<file path="src/sv/sacm_pkg.sv">
// Package: shared types, constants and helpers for the set-associative cache model.
`default_nettype none
package sacm_pkg;

  localparam int unsigned WaysDefault       = 4;
  localparam int unsigned SetsDefault       = 64;
  localparam int unsigned BlockBytesDefault = 32;
  localparam int unsigned AgeWidthDefault   = 16;

  localparam int unsigned AddrWidth  = 32;
  localparam int unsigned CountWidth = 32;
  localparam int unsigned WayOutWidth = 2;
  localparam int unsigned PolicyWidth = 2;
  localparam int unsigned CfgIdxWidth = 1;

  localparam logic [15:0] LfsrReset = 16'hACE1;

  // Replacement policy codes
  typedef enum logic [PolicyWidth-1:0] {
    POL_ROUND_ROBIN = 2'd0,
    POL_RANDOM      = 2'd1,
    POL_LRU         = 2'd2,
    POL_RESERVED    = 2'd3
  } policy_e;

  // Configuration register indexes
  typedef enum logic [CfgIdxWidth-1:0] {
    CFG_POLICY = 1'b0,
    CFG_NWA    = 1'b1
  } cfg_idx_e;

  // Controller states
  typedef enum logic [1:0] {
    ST_IDLE,
    ST_READ,
    ST_UPDATE,
    ST_OUT
  } state_e;

  // Controller to datapath commands
  typedef struct packed {
    logic capture;  // latch the request and start the set read
    logic update;   // evaluate the set and write it back
  } dp_cmd_t;

  // Advance the 16-bit Fibonacci LFSR (taps 16,14,13,11)
  function automatic logic [15:0] lfsr_next(input logic [15:0] v);
    logic fb;
    fb = v[0] ^ v[2] ^ v[3] ^ v[5];
    return {fb, v[15:1]};
  endfunction

endpackage
`default_nettype wire

</file>
<file path="src/sv/sacm_ctrl.sv">
// Controller: sequences read, update and result delivery for one request.
`default_nettype none
module sacm_ctrl (
  input  wire logic              clk_i,
  input  wire logic              rst_ni,
  input  wire logic              in_valid,
  output logic                   in_ready,
  output logic                   out_valid,
  input  wire logic              out_ready,
  output sacm_pkg::dp_cmd_t      cmd_o
);

  sacm_pkg::state_e state_q, state_d;

  // State register
  always_ff @(posedge clk_i or negedge rst_ni) begin
    if (!rst_ni) begin
      state_q <= sacm_pkg::ST_IDLE;
    end else begin
      state_q <= state_d;
    end
  end

  // Next state and commands
  always_comb begin
    state_d       = state_q;
    in_ready      = 1'b0;
    out_valid     = 1'b0;
    cmd_o.capture = 1'b0;
    cmd_o.update  = 1'b0;
    case (state_q)
      sacm_pkg::ST_IDLE: begin
        in_ready = 1'b1;
        if (in_valid) begin
          cmd_o.capture = 1'b1;
          state_d       = sacm_pkg::ST_READ;
        end
      end
      sacm_pkg::ST_READ: begin
        state_d = sacm_pkg::ST_UPDATE;
      end
      sacm_pkg::ST_UPDATE: begin
        cmd_o.update = 1'b1;
        state_d      = sacm_pkg::ST_OUT;
      end
      sacm_pkg::ST_OUT: begin
        out_valid = 1'b1;
        in_ready  = out_ready;
        if (out_ready) begin
          if (in_valid) begin
            cmd_o.capture = 1'b1;
            state_d       = sacm_pkg::ST_READ;
          end else begin
            state_d = sacm_pkg::ST_IDLE;
          end
        end
      end
      default: state_d = sacm_pkg::ST_IDLE;
    endcase
  end

endmodule
`default_nettype wire

</file>
<file path="config.mk">
export PLATFORM = sky130hd
export DESIGN_NAME = sacm_ctrl
export DESIGN_NICKNAME = d
export VERILOG_FILES = /design/src/sv/sacm_pkg.sv /design/src/sv/sacm_ctrl.sv
export SDC_FILE = /design/constraint.sdc
export NUM_CORES = 1
export LEC_CHECK = 0
export BUFFER_PORTS_ARGS = -buffer_cell sky130_fd_sc_hd__buf_4
export CORE_AREA = 2 2 39 41
export DETAILED_ROUTE_END_ITERATION = 12
export DIE_AREA = 0 0 41 43
export PLACE_DENSITY = 0.45
export SYNTH_ARGS = -nofsm -noshare
export SYNTH_HDL_FRONTEND = slang
export SYNTH_SLANG_ARGS = --single-unit
</file>
<file path="constraint.sdc">
create_clock -name clk_i -period 2.4 [get_ports clk_i]
set_input_delay 0.48 -clock clk_i [delete_from_list [all_inputs] [get_ports clk_i]]
set_output_delay 0.48 -clock clk_i [all_outputs]
set_load 0.05 [all_outputs]
</file>
======== After elaboration in Yosys (flattened, before gate mapping) ========
Cells that the tools add are included.
word-level totals
  bits of input ports ..................... 4
  latch bits .............................. 0
  flip-flop bits (word level) ............. 2
  memory bits (writable) .................. 0
  bits in read-only memories .............. 0
  memories ................................ 0
  word-level logic and storage cells ...... 18
  output and inout bits ................... 4
operators by class
  equal/unequal tests ..................... 5
  divide/modulo/power cells ............... 0
  multipliers ............................. 0
  magnitude comparators ................... 0
  reduce and logical (&&, ||, !) cells .... 2
  bitwise logic cells ..................... 0
  shift operators ......................... 0
  muxes and demuxes ....................... 10
  $add $sub $neg .......................... 0
operators with widths
  operator                                       number
  case mux 2 bit (4 select lines)                1
  2-to-1 mux 1 bit                               5
  == test 2 bit, second input constant           2
  2-to-1 mux 2 bit                               2
  inequality test 2 bit, second input constant   2
  case mux 1 bit (2 select lines)                2
  == test 2 x 1 -> 1 bit, second input constant  1
  zero test 2 bit                                1
  AND reduction 2 bit                            1

======== Depth between registers and ports, before layout ========
Gate-level depths: netlist of run 1.
  word-level depth ........................ 3
  mapped depth ............................ 5
  mapped depth without buffers ............ 5

======== Worst setup path before layout of run 1 ========
Ideal clock, no wire load.
  kind .................................... reg-to-output
  start point ............................. register state_q[1]
  end point ............................... output port cmd_o[1] (netlist bit)
  slack ................................... -272 ps
  required time ........................... 1920 ps
  data arrival time ....................... 2192 ps
  cell stages (with the launch flop) ...... 4
  buffers on the path ..................... 0
  cell sequence ........................... dfrtp_1 -> ha_1 -> a21oi_1 -> nor3b_1
RTL lines
  item                    line             source
  start, declared         sacm_ctrl.sv:13  sacm_pkg::state_e state_q, state_d;
  start signal, assigned  sacm_ctrl.sv:18  state_q <= sacm_pkg::ST_IDLE;
  start signal, assigned  sacm_ctrl.sv:20  state_q <= state_d;
  end, declared           sacm_ctrl.sv:10  output sacm_pkg::dp_cmd_t cmd_o

==> results.sh, run 1 <==
export IMPL_cp_arrival_ps=1450
export IMPL_synth_distinct_cells=11
export IMPL_clock_latency_ps=220
export IMPL_cts_hold_buf=0
export IMPL_io_pins=8
export IMPL_finalHoldViolCount=0
export IMPL_finalCriticalPeriod_ps=1930
export IMPL_drv_cap=0
export IMPL_die_height_um=43
export IMPL_tightest_slew_ps=205
export IMPL_cts_buffers=3
export IMPL_r2r_slack_ps=900
export IMPL_dp_cells=44
export IMPL_yosysSeqAreaShare_pct=24.7
export IMPL_clk_pin_slew_ps=30
export IMPL_yosys_area_share_adder_pct=30.9
export IMPL_synthCells=21
export IMPL_coreArea_um2=1380
export IMPL_nNetsFinal=42
export IMPL_fmax_mhz=517
export IMPL_start_kind="flip-flop"
export IMPL_grt_pass1_wl_um=703
export IMPL_postLayoutCellArea_um2=303
export IMPL_place_ws_ps=686
export IMPL_final_common_cell="buf_4"
export IMPL_numPortBuffers=7
export IMPL_largest_reg_flops=2
export IMPL_antenna_left=0
export IMPL_required_ps=1920
export IMPL_yosys_warnings=0
export IMPL_routed_wl_um=419
export IMPL_root_buffer="clkbuf_4"
export IMPL_globalplace_congestion=0.604
export IMPL_antennaDiodeCount=0
export IMPL_fin_crit_sh_pct=80.6
export IMPL_htreeDepth=1
export IMPL_synth_net_count=30
export IMPL_clockBufferDepth=2
export IMPL_rows=14
export IMPL_rsz0062_at_grt="false"
export IMPL_die_x_um=41
export IMPL_final_cell_mix="buf_4 (7), ha_1 (5), a21oi_1 (3), clkbuf_4 (3)"
export IMPL_layout_drive_gt1_share_pct=41.9
export IMPL_drt_first_pass_iters=1
export IMPL_drv_slew=0
export IMPL_setup_slack_ps=465
export IMPL_synth_seq_cells=2
export IMPL_status="finished clean"
export IMPL_cts_tree="yes"
export IMPL_slew_headroom_pct=86.2
export IMPL_skew_ps=0.155
export IMPL_crit_type="reg -> out"
export IMPL_routedWlPerCell_um=8.91
export IMPL_synth_avg_cell_area_um2=9.65
export IMPL_netlist_area_um2=203
export IMPL_cts_setup_buffers=0
export IMPL_start_util_pct=14.6
export IMPL_tns_ps=0
export IMPL_antenna_found_initial=0
export IMPL_grt_max_degree=7
export IMPL_syn_to_final_growth_pct=49.4
export IMPL_die_area_um2=1760
export IMPL_crit_path_max_fanout=6
export IMPL_top_register="state_q"
export IMPL_cp_startpoint="state_q[1]"
export IMPL_viasPerCell=3.79
export IMPL_endpoint_kind="primary output"
export IMPL_cts_resized=0
export IMPL_placed_cell_area_um2=280
export IMPL_grt_overflow_total=0
export IMPL_setup_viol=0
export IMPL_largestRegisters="state_q: 2 flops"
export IMPL_hp_class="in -> async"
export IMPL_gr_usage_all_layers_pct=6.83
export IMPL_grt_pass1_vias=177
export IMPL_rr_worst_depth=5
export IMPL_cts_sinks=2
export IMPL_r2r_start="state_q[0]"
export IMPL_synthXorXnorAreaFrac_pct=0
export IMPL_vias=178
export IMPL_drt_iter0_markers=0
export IMPL_muxShareOfSynthArea_pct=7.41
export IMPL_route_detailed_drc=0
export IMPL_synth_top_family_by_area="adder cells"
export IMPL_synth_simple_gate_area_share_pct=17.9
export IMPL_fin_cells=47
export IMPL_synth_compound_area_share_pct=15.4
## metal layers
metal,GRT usage (%),vias up,wire (um)
met5,0,-,0
met4,4.00,0,0
met3,7.85,0,34
met2,7.81,3,204
met1,7.07,82,180
li1,-,93,-
## stage by stage
stage          utilization [%]  hold slack [ps]
6_report                  21.9             32.0
5_1_grt                   21.9             16.8
4_1_cts                   21.9             22.3
3_5_place_dp              20.3              264
3_3_place_gp              20.3              265
2_1_floorplan                -              184
## final timing paths
check	endpoint
max in group asynchronous	state_q[0]
worst min-delay path	state_q[1]
worst max register to register	state_q[1]
min in group clk_i	state_q[0]
worst min register to register	state_q[0]
worst max-delay path	cmd_o[1]
## Yosys cell counts
cell type / number / area [um^2]
nor2_1: 2 / 7.51
inv_1: 2 / 7.51
dfrtp_1: 2 / 50.1
o31ai_1: 1 / 7.51
ha_1: 5 / 62.6
nor3b_1: 1 / 7.51
or2b_1: 2 / 15.0
nand2_2: 1 / 6.26
a31o_1: 1 / 8.76
mux2_4: 1 / 15.0
a21oi_1: 3 / 15.0
## critical path: stages, from the launching register on
cell and delay [ps]:
dfrtp_1 420, inv_1 90, ha_1 320, nor3b_2 190
buf_4 220
## logic make-up after synthesis
group | count (synthesis)
buffers and inverters | 2
and+or+nand+nor | 6
DFF | 2
adders and majority gates | 5
AOI/OAI and AO/OA | 5
muxes | 1
## area by class of cell
class,instances,area (um^2)
repair buffers,7,52.6
clock buffers,3,22.5
multi-input cells,17,150
fillers,154,1080
flip-flops and latches,2,50.0
well taps,16,20.0
inverters,2,7.51
Power of run 1 is left out: the tool's default activity adds up to more than one toggle a clock period on the data nets, which glitch-free logic cannot reach.
==> run 2, diff against run 1 <==
==> constraint.sdc (replaced) <==
create_clock -name clk_i -period 2 [get_ports clk_i]
set_input_delay 0.4 -clock clk_i [delete_from_list [all_inputs] [get_ports clk_i]]
set_output_delay 0.4 -clock clk_i [all_outputs]
set_load 0.05 [all_outputs]
==> run 2 against run 1 <==
Compared with the run above:
- non-clock buffer count grew 1
- via count grew 0.56%
- first-iteration DRC count unchanged
- critical endpoint unchanged
- utilization up 1.3 points
- sequential share of layout area shrank 0.51 points
- die area unchanged
- critical path type unchanged
==> results.sh, run 2 (synthesized netlist as in run 1, its figures left out) <==
export IMPL_critPathTopFamily="flip-flops"
export IMPL_viasPerCell=3.73
export IMPL_endpoint_kind="primary output"
export IMPL_fin_crit_sh_pct=95.6
export IMPL_cp_arrival_ps=1510
export IMPL_hpwl_um=352
export IMPL_grt_max_degree=7
export IMPL_path_buf_inv=2
export IMPL_final_cell_mix="buf_4 (7), ha_1 (5), a21oi_1 (3), clkbuf_4 (3)"
export IMPL_drt_iter0_markers=0
export IMPL_htreeDepth=1
export IMPL_highest_layer="met3"
export IMPL_rows=14
export IMPL_setup_viol=0
export IMPL_antenna_left=0
export IMPL_tns_ps=0
export IMPL_final_common_cell="buf_4"
export IMPL_coreArea_um2=1380
export IMPL_route_detailed_drc=0
export IMPL_clk_pin_slew_ps=30
export IMPL_critPathSlowestCell="dfrtp_1"
export IMPL_layout_drive_gt1_share_pct=43.8
export IMPL_vias=179
export IMPL_drt_first_pass_iters=1
export IMPL_antennaDiodeCount=0
export IMPL_max_stage_delay_ps=390
export IMPL_tightest_slew_ps=241
export IMPL_cts_buffers=3
export IMPL_die_area_um2=1760
export IMPL_status="finished clean"
export IMPL_cts_setup_buffers=0
export IMPL_place_ws_ps=310
export IMPL_finalHoldViolCount=0
export IMPL_hold_ws_ps=496
export IMPL_routed_wl_um=436
export IMPL_clockBufferDepth=2
export IMPL_largestRegisters="state_q: 2 flops"
export IMPL_io_pins=8
export IMPL_die_height_um=43
export IMPL_routedWlPerCell_um=9.08
export IMPL_syn_to_final_growth_pct=58.0
export IMPL_grt_pass1_vias=186
export IMPL_setup_slack_ps=88.5
export IMPL_grt_overflow_total=0
export IMPL_globalplace_congestion=0.689
export IMPL_top_register="state_q"
export IMPL_wl_met2_um=217
export IMPL_drv_cap=0
export IMPL_finalCriticalPeriod_ps=1910
export IMPL_wl_met3_um=39
export IMPL_slew_headroom_pct=83.9
export IMPL_clock_latency_ps=220
export IMPL_crit_chain="inv_1 > ha_1 > nor3b_4 > buf_4"
export IMPL_cts_sinks=2
export IMPL_required_ps=1600
export IMPL_crit_type="reg -> out"
export IMPL_root_buffer="clkbuf_4"
export IMPL_grt_pass1_wl_um=669
export IMPL_crit_path_max_fanout=4
export IMPL_start_util_pct=14.6
export IMPL_wl_met1_um=179
export IMPL_drv_slew=0
export IMPL_antenna_found_initial=0
export IMPL_largest_reg_flops=2
export IMPL_start_kind="flip-flop"
export IMPL_nNetsFinal=43
export IMPL_gr_usage_all_layers_pct=5.92
export IMPL_fmax_mhz=523
export IMPL_cts_tree="yes"
export IMPL_die_x_um=41
export IMPL_numPortBuffers=7
export IMPL_skew_ps=0.230
export IMPL_hp_class="in -> async"
export IMPL_rsz0062_at_grt="false"
[run 2: changes by cell type in the layout (fill, tap and decap cells not counted)]
cell           change
dlygate4sd3_1      +1
dfrtp_1            -1
nor3b_4            +1
nor3b_2            -1
dfrtp_2            +1
[run 2: path summary, 6_finish.rpt]
check | slack [ps] | to | startpoint | cells past startpoint
worst max-delay path | 90 | cmd_o[1] | state_q[0] | 4
worst min-delay path | 500 | state_q[1] | rst_ni | 2
worst max register to register | 490 | state_q[1] | state_q[0] | 5
worst min register to register | 540 | state_q[0] | state_q[0] | 1
max in group asynchronous | 1410 | state_q[1] | rst_ni | 2
min in group clk_i | 540 | state_q[0] | state_q[0] | 1
[run 2: timing repair]
action | CTS | global route
gates resized for setup | 0 | 1
endpoints found under the setup margin | 0 | 1
hold buffers | 1 | 0
hold endpoints to repair | 2 | 0
[run 2: worst register-to-register path: stages (launching register included)]
cell and delay [ps]:
dfrtp_1 400, inv_1 140, ha_1 200, or2b_1 260
nand2_2 90, mux2_4 300
[run 2: layout make-up]
type                            instances  area (um^2)
Tap cell                               16         20.0
Multi-Input combinational cell         17          156
Sequential cell                         2         51.3
Fill cell                             163         1060
Clock buffer                            3         22.5
Timing Repair Buffer                    8         62.6
Inverter                                2         7.51
[run 2: per-layer routing]
metal | global-route usage, % | up-vias
met1 | 6.73 | 78
met2 | 8.13 | 7
met4 | 6.00 | 0
met5 | 0 | -
met3 | 1.57 | 0
li1 | - | 94
[run 2: stage by stage]
| stage | utilization, % | std cells | cell area, um^2 |
|---|---|---|---|
| 6_report | 23.1 | 48 | 320 |
| 5_1_grt | 23.1 | 48 | 320 |
| 4_1_cts | 23.1 | 48 | 319 |
| 3_5_place_dp | 20.7 | 44 | 287 |
| 3_3_place_gp | 20.7 | 44 | 287 |
| 2_1_floorplan | - | 21 | 214 |
Power of run 2 is left out for the same reason.
